==> src/rtl/e0kc_pkg.sv <==
// shared types, constants and combiner functions for the e0 keystream cipher
// no dependencies; imported by the core, the sequencer and the top level
package e0kc_pkg;

    // register lengths
    localparam int LEN_A = 25;
    localparam int LEN_B = 31;
    localparam int LEN_C = 33;
    localparam int LEN_D = 39;

    // initialization schedule
    localparam int INIT_CLOCKS  = 240;
    localparam int COLLECT_FROM = 111;
    localparam int COLLECT_BITS = 128;
    localparam int COLLECT_LAST = COLLECT_FROM + COLLECT_BITS - 1;
    localparam int SAVE_AT      = 238;
    localparam int CARRY_HOLD   = 39;

    // fixed seed bits at the bottom of the fourth load stream
    localparam logic [63:0] LD_D_SEED = 64'd7;

    // keystream bits per data byte
    localparam int RUN_BITS = 8;

    // sequencer counter width, holds up to INIT_CLOCKS - 1
    localparam int CNT_W = 8;

    // configuration register indexes
    typedef enum logic [1:0] {
        CFG_KEY_LOW  = 2'd0,
        CFG_KEY_HIGH = 2'd1,
        CFG_IV_LOW   = 2'd2,
        CFG_IV_HIGH  = 2'd3
    } t_cfg_idx;

    // sequencer states
    typedef enum logic [2:0] {
        ST_IDLE,
        ST_INIT,
        ST_RELOAD,
        ST_RUN,
        ST_DONE
    } t_state;

    // per-cycle commands from the sequencer to the cipher datapath
    typedef struct packed {
        logic             start;
        logic             init;
        logic             hold;
        logic             save;
        logic             collect;
        logic             reload;
        logic             run;
        logic [CNT_W-1:0] cnt;
    } t_core_ctl;

    // summation combiner carry update: bits 3..2 current, 1..0 previous
    function automatic logic [3:0] carry_next(input logic [3:0] carry, input logic [3:0] x);
        logic [1:0] cur;
        logic [1:0] prev;
        logic [2:0] sum;
        logic [3:0] acc;
        logic [1:0] t;
        cur  = carry[3:2];
        prev = carry[1:0];
        sum  = {2'b00, x[0]} + {2'b00, x[1]} + {2'b00, x[2]} + {2'b00, x[3]};
        acc  = {1'b0, sum} + {2'b00, cur};
        t    = {prev[0], prev[0] ^ prev[1]};
        return {acc[2:1] ^ cur ^ t, cur};
    endfunction

    // keystream bit from the register outputs and the current carry
    function automatic logic key_bit(input logic [3:0] carry, input logic [3:0] x);
        return ^x ^ carry[2];
    endfunction

endpackage

==> src/rtl/e0kc_core.sv <==
// cipher datapath: four bit-serial lfsrs, summation combiner, load streams
// and the keystream collection shift register; uses e0kc_pkg
module e0kc_core (
    input  logic                  i_clk,
    input  logic                  i_rst_n,
    input  e0kc_pkg::t_core_ctl   i_ctl,
    input  logic [63:0]           i_key_low,
    input  logic [63:0]           i_key_high,
    input  logic [63:0]           i_iv_low,
    input  logic [15:0]           i_iv_high,
    output logic                  o_key_bit
);
    import e0kc_pkg::*;

    logic [LEN_A-1:0] r_a;
    logic [LEN_B-1:0] r_b;
    logic [LEN_C-1:0] r_c;
    logic [LEN_D-1:0] r_d;
    logic [3:0]       r_carry;
    logic [3:0]       r_saved;
    logic             r_pending;
    logic [63:0]      r_ld_a;
    logic [63:0]      r_ld_b;
    logic [63:0]      r_ld_c;
    logic [63:0]      r_ld_d;
    logic [COLLECT_BITS-1:0] r_z;

    logic fb_a, fb_b, fb_c, fb_d;
    logic [LEN_A-1:0] sh_a, ld_in_a, rl_a;
    logic [LEN_B-1:0] sh_b, ld_in_b, rl_b;
    logic [LEN_C-1:0] sh_c, ld_in_c, rl_c;
    logic [LEN_D-1:0] sh_d, ld_in_d, rl_d;
    logic [3:0]  x, x_rl, carry_in;
    logic        n_key;
    logic [7:0]  kb [16];
    logic [7:0]  ivb [10];
    logic [63:0] ld_a, ld_b, ld_c, ld_d;
    logic [7:0]  zb [16];

    // place a byte at a bit position of a load stream
    function automatic logic [63:0] at(input logic [7:0] b, input int pos);
        return {56'd0, b} << pos;
    endfunction

    // one lfsr step: shift up, feedback into bit 0
    assign fb_a = r_a[24] ^ r_a[19] ^ r_a[11] ^ r_a[7];
    assign fb_b = r_b[30] ^ r_b[23] ^ r_b[15] ^ r_b[11];
    assign fb_c = r_c[32] ^ r_c[27] ^ r_c[23] ^ r_c[3];
    assign fb_d = r_d[38] ^ r_d[35] ^ r_d[27] ^ r_d[3];
    assign sh_a = {r_a[LEN_A-2:0], fb_a};
    assign sh_b = {r_b[LEN_B-2:0], fb_b};
    assign sh_c = {r_c[LEN_C-2:0], fb_c};
    assign sh_d = {r_d[LEN_D-2:0], fb_d};

    // combiner inputs after the shift
    assign x = {sh_d[31], sh_c[31], sh_b[23], sh_a[23]};

    // carry forced to zero at the start of initialization
    assign carry_in = (i_ctl.init && i_ctl.hold) ? 4'd0 : r_carry;
    assign n_key    = key_bit(carry_in, x);

    // while the register is still filling, the load bit replaces the feedback
    assign ld_in_a = {sh_a[LEN_A-1:1], (i_ctl.cnt < CNT_W'(LEN_A)) ?
                      r_ld_a[0] : (fb_a ^ r_ld_a[0])};
    assign ld_in_b = {sh_b[LEN_B-1:1], (i_ctl.cnt < CNT_W'(LEN_B)) ?
                      r_ld_b[0] : (fb_b ^ r_ld_b[0])};
    assign ld_in_c = {sh_c[LEN_C-1:1], (i_ctl.cnt < CNT_W'(LEN_C)) ?
                      r_ld_c[0] : (fb_c ^ r_ld_c[0])};
    assign ld_in_d = {sh_d[LEN_D-1:1], (i_ctl.cnt < CNT_W'(LEN_D)) ?
                      r_ld_d[0] : (fb_d ^ r_ld_d[0])};

    // key and iv bytes
    always_comb begin
        for (int k = 0; k < 8; k++) begin
            kb[k]     = i_key_low[8*k +: 8];
            kb[k + 8] = i_key_high[8*k +: 8];
            ivb[k]    = i_iv_low[8*k +: 8];
        end
        ivb[8] = i_iv_high[7:0];
        ivb[9] = i_iv_high[15:8];
    end

    // serial load streams, overlapping fields ored together
    assign ld_a = {63'd0, ivb[9][0]} | at(kb[0], 1) | at(kb[4], 9) | at(kb[8], 17) |
                  at(kb[12], 25) | at(ivb[7], 33) | at(ivb[2], 41);
    assign ld_b = 64'd1 | at(ivb[6], 3) | at(kb[1], 7) | at(kb[5], 15) | at(kb[9], 23) |
                  at(kb[13], 31) | at(ivb[0], 39) | at(ivb[3], 47);
    assign ld_c = {57'd0, ivb[9][7:1]} | at(kb[2], 1) | at(kb[6], 9) | at(kb[10], 17) |
                  at(kb[14], 25) | at(ivb[8], 33) | at(ivb[4], 41);
    assign ld_d = LD_D_SEED | ({60'd0, ivb[6][7:4]} << 3) | at(kb[3], 7) |
                  at(kb[7], 15) | at(kb[11], 23) | at(kb[15], 31) | at(ivb[1], 39) |
                  at(ivb[5], 47);

    // reload of the registers from the collected keystream
    always_comb begin
        for (int k = 0; k < 16; k++) begin
            zb[k] = r_z[8*k +: 8];
        end
    end
    assign rl_a = {zb[12][0], zb[8], zb[4], zb[0]};
    assign rl_b = {zb[12][7:1], zb[9], zb[5], zb[1]};
    assign rl_c = {zb[15][0], zb[13], zb[10], zb[6], zb[2]};
    assign rl_d = {zb[15][7:1], zb[14], zb[11], zb[7], zb[3]};
    assign x_rl = {rl_d[31], rl_c[31], rl_b[23], rl_a[23]};

    // lfsr and combiner state
    always_ff @(posedge i_clk) begin
        if (!i_rst_n) begin
            r_a       <= '0;
            r_b       <= '0;
            r_c       <= '0;
            r_d       <= '0;
            r_carry   <= '0;
            r_saved   <= '0;
            r_pending <= 1'b0;
        end else if (i_ctl.start) begin
            r_a       <= '0;
            r_b       <= '0;
            r_c       <= '0;
            r_d       <= '0;
            r_carry   <= '0;
            r_saved   <= '0;
            r_pending <= 1'b0;
        end else if (i_ctl.init) begin
            r_a       <= ld_in_a;
            r_b       <= ld_in_b;
            r_c       <= ld_in_c;
            r_d       <= ld_in_d;
            r_carry   <= carry_next(carry_in, x);
            r_pending <= n_key;
            if (i_ctl.save) begin
                r_saved <= r_carry;
            end
        end else if (i_ctl.reload) begin
            r_a       <= rl_a;
            r_b       <= rl_b;
            r_c       <= rl_c;
            r_d       <= rl_d;
            r_pending <= key_bit(r_carry, x_rl);
            r_carry   <= carry_next(r_saved, x_rl);
        end else if (i_ctl.run) begin
            r_a       <= sh_a;
            r_b       <= sh_b;
            r_c       <= sh_c;
            r_d       <= sh_d;
            r_carry   <= carry_next(r_carry, x);
            r_pending <= n_key;
        end
    end

    // load streams shift out one bit per init clock
    always_ff @(posedge i_clk) begin
        if (i_ctl.start) begin
            r_ld_a <= ld_a;
            r_ld_b <= ld_b;
            r_ld_c <= ld_c;
            r_ld_d <= ld_d;
        end else if (i_ctl.init) begin
            r_ld_a <= r_ld_a >> 1;
            r_ld_b <= r_ld_b >> 1;
            r_ld_c <= r_ld_c >> 1;
            r_ld_d <= r_ld_d >> 1;
        end
    end

    // keystream collection, first bit ends up in bit 0
    always_ff @(posedge i_clk) begin
        if (i_ctl.init && i_ctl.collect) begin
            r_z <= {n_key, r_z[COLLECT_BITS-1:1]};
        end
    end

    assign o_key_bit = r_pending;

endmodule

==> src/rtl/e0kc_ctrl.sv <==
// sequencer: runs initialization, reload and the eight keystream clocks
// of each byte, and hands the result to the output register; uses e0kc_pkg
module e0kc_ctrl (
    input  logic                  i_clk,
    input  logic                  i_rst_n,
    input  logic                  i_in_req,
    input  logic                  i_restart,
    input  logic                  i_out_free,
    output e0kc_pkg::t_core_ctl   o_ctl,
    output logic                  o_busy,
    output logic                  o_load_run,
    output logic                  o_load_done
);
    import e0kc_pkg::*;

    t_state           r_state, n_state;
    logic [CNT_W-1:0] r_cnt, n_cnt;
    t_core_ctl        ctl;

    // state register
    always_ff @(posedge i_clk) begin
        if (!i_rst_n) begin
            r_state <= ST_IDLE;
            r_cnt   <= '0;
        end else begin
            r_state <= n_state;
            r_cnt   <= n_cnt;
        end
    end

    // next state and commands
    always_comb begin
        n_state     = r_state;
        n_cnt       = r_cnt;
        ctl         = '0;
        ctl.cnt     = r_cnt;
        o_load_run  = 1'b0;
        o_load_done = 1'b0;
        unique case (r_state)
            ST_IDLE: begin
                if (i_in_req) begin
                    n_cnt = '0;
                    if (i_restart) begin
                        ctl.start = 1'b1;
                        n_state   = ST_INIT;
                    end else begin
                        n_state = ST_RUN;
                    end
                end
            end
            ST_INIT: begin
                ctl.init    = 1'b1;
                ctl.hold    = r_cnt < CNT_W'(CARRY_HOLD);
                ctl.save    = r_cnt == CNT_W'(SAVE_AT);
                ctl.collect = (r_cnt >= CNT_W'(COLLECT_FROM)) &&
                              (r_cnt <= CNT_W'(COLLECT_LAST));
                if (r_cnt == CNT_W'(INIT_CLOCKS - 1)) begin
                    n_state = ST_RELOAD;
                end else begin
                    n_cnt = r_cnt + 1'b1;
                end
            end
            ST_RELOAD: begin
                ctl.reload = 1'b1;
                n_cnt      = '0;
                n_state    = ST_RUN;
            end
            ST_RUN: begin
                ctl.run = 1'b1;
                if (r_cnt == CNT_W'(RUN_BITS - 1)) begin
                    if (i_out_free) begin
                        o_load_run = 1'b1;
                        n_state    = ST_IDLE;
                    end else begin
                        n_state = ST_DONE;
                    end
                end else begin
                    n_cnt = r_cnt + 1'b1;
                end
            end
            ST_DONE: begin
                if (i_out_free) begin
                    o_load_done = 1'b1;
                    n_state     = ST_IDLE;
                end
            end
            default: begin
                n_state = ST_IDLE;
            end
        endcase
    end

    assign o_ctl  = ctl;
    assign o_busy = r_state != ST_IDLE;

endmodule

==> src/rtl/e0_keystream_cipher_core.sv <==
// E0 keystream cipher core. Each byte is XORed with the next eight keystream
// bits, first bit in bit 0; while a byte runs, the cipher advances one clock per
// cycle, and the result is loaded with the last cipher clock of the byte, or
// later if the output register is still held. A byte with restart set first runs
// the initialization from the key and IV registers and then a reload. The result
// sits in an output register, so the next byte can be taken while it waits.
// Configuration writes are taken at any time after reset; the key and IV are
// latched when a restart begins, so a write applies at the next restart. Top
// level; uses e0kc_pkg, e0kc_ctrl and e0kc_core.
module e0_keystream_cipher_core (
    input  logic        i_clk,
    input  logic        i_rst_n,
    input  logic        i_in_valid,
    output logic        o_in_stall,
    input  logic [7:0]  i_data_in,
    input  logic        i_restart,
    output logic        o_out_valid,
    input  logic        i_out_stall,
    output logic [7:0]  o_data_out,
    input  logic        i_cfg_valid,
    output logic        o_cfg_ready,
    input  e0kc_pkg::t_cfg_idx i_cfg_index,
    input  logic [63:0] i_cfg_data
);
    import e0kc_pkg::*;

    logic [63:0] r_key_low, r_key_high, r_iv_low;
    logic [15:0] r_iv_high;
    logic        r_cfg_ready;
    logic [7:0]  r_data, n_data;
    logic [7:0]  r_data_out;
    logic        r_out_valid;

    t_core_ctl ctl;
    logic      busy, load_run, load_done, in_req, out_free, key;

    assign in_req   = i_in_valid && !o_in_stall;
    assign out_free = !r_out_valid || !i_out_stall;

    e0kc_ctrl u_ctrl (
        .i_clk       (i_clk),
        .i_rst_n     (i_rst_n),
        .i_in_req    (in_req),
        .i_restart   (i_restart),
        .i_out_free  (out_free),
        .o_ctl       (ctl),
        .o_busy      (busy),
        .o_load_run  (load_run),
        .o_load_done (load_done)
    );

    e0kc_core u_core (
        .i_clk      (i_clk),
        .i_rst_n    (i_rst_n),
        .i_ctl      (ctl),
        .i_key_low  (r_key_low),
        .i_key_high (r_key_high),
        .i_iv_low   (r_iv_low),
        .i_iv_high  (r_iv_high),
        .o_key_bit  (key)
    );

    // configuration registers
    always_ff @(posedge i_clk) begin
        if (!i_rst_n) begin
            r_key_low   <= '0;
            r_key_high  <= '0;
            r_iv_low    <= '0;
            r_iv_high   <= '0;
            r_cfg_ready <= 1'b0;
        end else begin
            r_cfg_ready <= 1'b1;
            if (i_cfg_valid && r_cfg_ready) begin
                unique case (i_cfg_index)
                    CFG_KEY_LOW:  r_key_low  <= i_cfg_data;
                    CFG_KEY_HIGH: r_key_high <= i_cfg_data;
                    CFG_IV_LOW:   r_iv_low   <= i_cfg_data;
                    CFG_IV_HIGH:  r_iv_high  <= i_cfg_data[15:0];
                    default: begin
                    end
                endcase
            end
        end
    end

    // data byte shifts through, one keystream bit per cipher clock
    assign n_data = {key ^ r_data[0], r_data[7:1]};

    always_ff @(posedge i_clk) begin
        if (in_req) begin
            r_data <= i_data_in;
        end else if (ctl.run) begin
            r_data <= n_data;
        end
    end

    // output register
    always_ff @(posedge i_clk) begin
        if (load_run) begin
            r_data_out <= n_data;
        end else if (load_done) begin
            r_data_out <= r_data;
        end
    end

    always_ff @(posedge i_clk) begin
        if (!i_rst_n) begin
            r_out_valid <= 1'b0;
        end else if (load_run || load_done) begin
            r_out_valid <= 1'b1;
        end else if (!i_out_stall) begin
            r_out_valid <= 1'b0;
        end
    end

    assign o_in_stall  = busy || !r_cfg_ready;
    assign o_out_valid = r_out_valid;
    assign o_data_out  = r_data_out;
    assign o_cfg_ready = r_cfg_ready;

endmodule

==> config.mk <==
export PLATFORM = sky130hd
export DESIGN_NAME = e0_keystream_cipher_core
export DESIGN_NICKNAME = d
export VERILOG_FILES = /design/src/rtl/e0kc_pkg.sv /design/src/rtl/e0kc_core.sv /design/src/rtl/e0kc_ctrl.sv /design/src/rtl/e0_keystream_cipher_core.sv
export SDC_FILE = /design/constraint.sdc
export NUM_CORES = 1
export LEC_CHECK = 0
export ABC_AREA = 1
export BUFFER_PORTS_ARGS = -buffer_cell sky130_fd_sc_hd__buf_2
export CELL_PAD_IN_SITES_DETAIL_PLACEMENT = 0
export CELL_PAD_IN_SITES_GLOBAL_PLACEMENT = 2
export CORE_MARGIN = 3
export CORE_UTILIZATION = 39
export DETAILED_ROUTE_END_ITERATION = 6
export PLACE_DENSITY = 0.82
export RECOVER_POWER = 25
export REMOVE_ABC_BUFFERS = 1
export SLEW_MARGIN = 20
export SYNTH_ARGS = -nofsm -noshare
export SYNTH_HDL_FRONTEND = slang
export SYNTH_SLANG_ARGS = --single-unit
==> constraint.sdc <==
create_clock -name i_clk -period 11.6 [get_ports i_clk]
set_input_delay 0.58 -clock i_clk [delete_from_list [all_inputs] [get_ports i_clk]]
set_output_delay 0.58 -clock i_clk [all_outputs]
set_load 0.03 [all_outputs]
==> summary.log <==
[timing] Worst slew margin -87.5%
[timing] Final Hold Slack 217 ps
[synth] leading cell types by total area after synthesis sky130_fd_sc_hd__edfxtp_1 38%, sky130_fd_sc_hd__dfxtp_1 25%, sky130_fd_sc_hd__nor2_1 11%, sky130_fd_sc_hd__nand2_1 9.5%, sky130_fd_sc_hd__o21ai_0 6.2%
[clocking] hold buffers post-CTS 0
[floorplan] area of the placeable core 70800 um^2
[finish] # fillers 6878
[min_path] Worst Min Path Start i_cfg_data[42]
[detailed_routing] Detail Route Antenna Nets 0
[status] violations in the final reports capacitance limit, slew limit
[synth] leading cell type by number of instances after synthesis sky130_fd_sc_hd__nor2_1
[setup_path] Reg2Reg Depth 7
[place] count of buffers from port buffering 90
[place] area of placed instances 29200 um^2
[global_routing] met2 routing resource usage after global routing 30.5%
[setup_path] crit-path cells clkbuf_1 -> clkinv_1 -> nor2_1 -> clkinvlp_2 -> buf_6 -> nor2_1
[synth] Unique masters post-synth 32
[clocking] H-tree depth 3
[timing] slew at the pin with the worst max-slew slack 2810 ps
[setup_path] most frequent cell on the critical path sky130_fd_sc_hd__nor2_1
[timing] final clock skew 25.9 ps
[synth] most instantiated cells after synthesis 825 x sky130_fd_sc_hd__nor2_1, 715 x sky130_fd_sc_hd__nand2_1, 358 x sky130_fd_sc_hd__dfxtp_1
[min_path] worst min-delay path endpoint r_iv_low[42]
[timing] fin. max-slew vios 117
[detailed_routing] via count 20700
[timing] post-route clock period utilization 54.2%
[setup_path] data arrival at the endpoint of the critical path 6810 ps
[floorplan] total I/O pin count 91
[finish] number of nets in the layout 3254
[place] routability congestion estimate 0.757
[status] result of the run finished, violations left
[synth] Post-synth EDFFs 352
[synth] Yosys top cell area share 37.6%
[setup_path] Worst Setup Start Kind input pin
[setup_path] required arrival time at the worst endpoint 12130 ps
[setup_path] r2r setup slk 6620 ps
[timing] Period minus WS final 6280 ps
[global_routing] met1 track utilization from global routing 23.8%
[detailed_routing] average wire per cell in the routed design 16.2 um
[synth] leading register cell type out of synthesis sky130_fd_sc_hd__dfxtp_1
[clocking] clock tree from TritonCTS built
[setup_path] delay-heaviest family, CP buffers and inverters
[global_routing] remaining global-route overflow 0
[finish] Final Instance Area 31800 um^2
[detailed_routing] number of iterations in the first detailed-routing pass 5
[flow_run] Max Cap Violations 2
[setup_path] worst flop-to-flop path startpoint u_ctrl.r_state[0]
[global_routing] vias in the first global route 20600
[global_routing] met3 layer usage reported by global route 3.17%
[setup_path] worst-path cell with the longest stage delay sky130_fd_sc_hd__clkbuf_1
[floorplan] initial core utilization 39.8%
[finish] area growth from synthesis to final layout 12.9%
[clocking] Clock Latency Late Sink 620 ps
[setup_path] Crit Path Class in -> reg
[setup_path] nature of the critical path endpoint flip-flop
[timing] setup violators final 0
[global_routing] number of antenna violations at the first check in global routing 4
[clocking] count of instances resized after the clock tree is built 0
[clocking] clock tree root driver cell sky130_fd_sc_hd__clkbuf_16
[synth] count of yosys warnings during synthesis 0
[global_routing] global-route wire length before repair 110 mm
[timing] Fmax 0.159 GHz
[detailed_routing] DR DRC count 0
[synth] netlist area before placement 28100 um^2
[global_routing] largest net degree at the start of global routing 172
[synth] cell accounting for the most synthesized area sky130_fd_sc_hd__edfxtp_1
[setup_path] critical path peak fanout 96
[timing] final-report hold violation count 0
[floorplan] num rows 97
[clocking] Inserted Clock Buffers 78
[detailed_routing] drt total wl 67.4 mm
[setup_path] number of buffers and inverters on the critical path 4
[setup_path] delay contributed by the slowest stage of the critical path 1960 ps
[setup_path] destination of the worst register-to-register timing path u_core.r_ld_c[2]
[clocking] number of sinks driven by the clock tree 710
[detailed_routing] DRC violation total after the first TritonRoute iteration 1440
[synth] sequential element share of the synthesized area 63.0%
[floorplan] die area 75400 um^2
[clocking] Clk pin slew, worst setup/hold paths 60 ps
[power_and_ir_drop] ratio of total power to cell area 236 nW/um^2
[clocking] buffers from clock root to sink, at most 3
[timing] final total negative setup slack 0 ps
[synth] Avg Cell Area, Syn 8.93 um^2
[detailed_routing] via density per instance 4.96
[power_and_ir_drop] worst IR drop on VDD 0.147 mV
[timing] unrepaired setup endpoints after global routing no
[place] placed wire-length estimate after detailed placement 36.0 mm
[synth] count of mapped cells out of synthesis 3151
[synth] flip-flop and latch count after synthesis 710
[floorplan] floorplan die width 275 um
[min_path] type of the most critical hold path in -> reg
[finish] fraction of final layout cells with drive strength greater than 1 7.44%
[synth] ys async rst share 0%
[clocking] buffers inserted by post-CTS timing repair 0
[global_routing] most heavily used metal layer in global routing met2
[floorplan] die extent in y 275 um
[min_path] number of instances on the worst hold path 3
[global_routing] global-route usage over all layers 18.0%
[power_and_ir_drop] leak pwr 12.5 nW
-- flip-flops by register name, summed over array words and instances (netlist names), 31 cells and up --
signal	cells
u_core.r_ld_c	49
u_core.r_d	39
u_core.r_c	33
r_iv_low	64
r_key_low	64
u_core.r_ld_d	55
u_core.r_ld_a	49
u_core.r_ld_b	55
r_key_high	64
u_core.r_z	128
u_core.r_b	31
-- tightest hold or removal path, stage by stage --
cell and delay [ps]:
sky130_fd_sc_hd__buf_2 100, sky130_fd_sc_hd__nor2_1 40, sky130_fd_sc_hd__nor2_1 80
-- power breakdown --
group	internal, W	total, W	switching [W]
Combinational	0.000455	0.00157	0.00111
Sequential	0.00324	0.00345	0.000201
Clock	0.00148	0.00248	0.00101
Total	0.00518	0.00750	0.00232
-- metrics by stage --
stage | total power [W] | utilization [%] | std cells | setup WS (ps)
after global routing | 0.00799 | 44.9 | 4166 | 4590
after global placement | 0.00507 | 41.3 | 4021 | 7160
after floorplan | 0.00465 | - | 2966 | 1120
after CTS | 0.00761 | 45.0 | 4166 | 7810
final | 0.00750 | 44.9 | 4169 | 5320
after detailed placement | 0.00510 | 41.3 | 4022 | 7720
-- routing by layer --
layer / wire length, um / part of all wire [%]
met5: 13 / 0.019
met4: 1460 / 2.2
met3: 2700 / 4.0
met2: 31900 / 47
met1: 31300 / 46
-- cells in the final DEF, fill, tap and decap left out, types with 5 or more instances in the layout --
cell and instances:
sky130_fd_sc_hd__a21oi_1 167, sky130_fd_sc_hd__xnor2_1 13, sky130_fd_sc_hd__ha_1 7, sky130_fd_sc_hd__bufinv_16 6, sky130_fd_sc_hd__dfxtp_1 358, sky130_fd_sc_hd__clkinv_1 7, sky130_fd_sc_hd__clkbuf_8 12, sky130_fd_sc_hd__buf_4 21
sky130_fd_sc_hd__fa_1 5, sky130_fd_sc_hd__edfxtp_1 352, sky130_fd_sc_hd__buf_2 78, sky130_fd_sc_hd__nand3_1 27, sky130_fd_sc_hd__clkinv_2 13, sky130_fd_sc_hd__clkbuf_16 79, sky130_fd_sc_hd__nor2_1 829, sky130_fd_sc_hd__o21ai_1 24
sky130_fd_sc_hd__clkbuf_1 36, sky130_fd_sc_hd__o21ai_0 349, sky130_fd_sc_hd__inv_1 69, sky130_fd_sc_hd__xor2_1 14, sky130_fd_sc_hd__nand2_1 714
-- kinds of logic after synthesis --
family / after synthesis / synth area share, %
AND/OR/NAND/NOR: 1593 / 21.7
flip-flops: 710 / 63.0
AO/OA/AOI/OAI: 545 / 9.72
buffers and inverters: 263 / 3.96
XOR/XNOR: 27 / 0.840
adder cells (fa/ha/maj): 12 / 0.667
multiplexers: 1 / 0.0400
-- area by class of cell --
| class | count | area, um^2 | share of cell area, % |
|---|---|---|---|
| multi-input cells | 2178 | 9290 | 29.2 |
| repair buffers | 116 | 659 | 2.08 |
| clock buffers | 114 | 2230 | 7.02 |
| flip-flops and latches | 710 | 17700 | 55.9 |
| diodes | 3 | 7.51 | 0.0236 |
| well taps | 940 | 1180 | 3.70 |
| clock inverters | 30 | 355 | 1.12 |
| inverters | 78 | 303 | 0.954 |
-- how the worst max path moves through the flow --
| stage | from | end | slack, ps | cells after the start |
|---|---|---|---|---|
| floorplan | o_cfg_ready | u_core.r_ld_a[0] | 1120 | 4 |
| global placement | i_in_valid | u_core.r_ld_a[37] | 7160 | 6 |
| global route | i_rst_n | u_core.r_d[15] | 4590 | 6 |
| CTS | u_ctrl.r_state[0] | u_core.r_ld_b[43] | 7810 | 7 |
| detailed placement | i_in_valid | u_core.r_ld_d[30] | 7720 | 7 |
| finish | i_rst_n | u_core.r_b[19] | 5320 | 6 |
No activity file was read; power rests on OpenSTA's default activity.
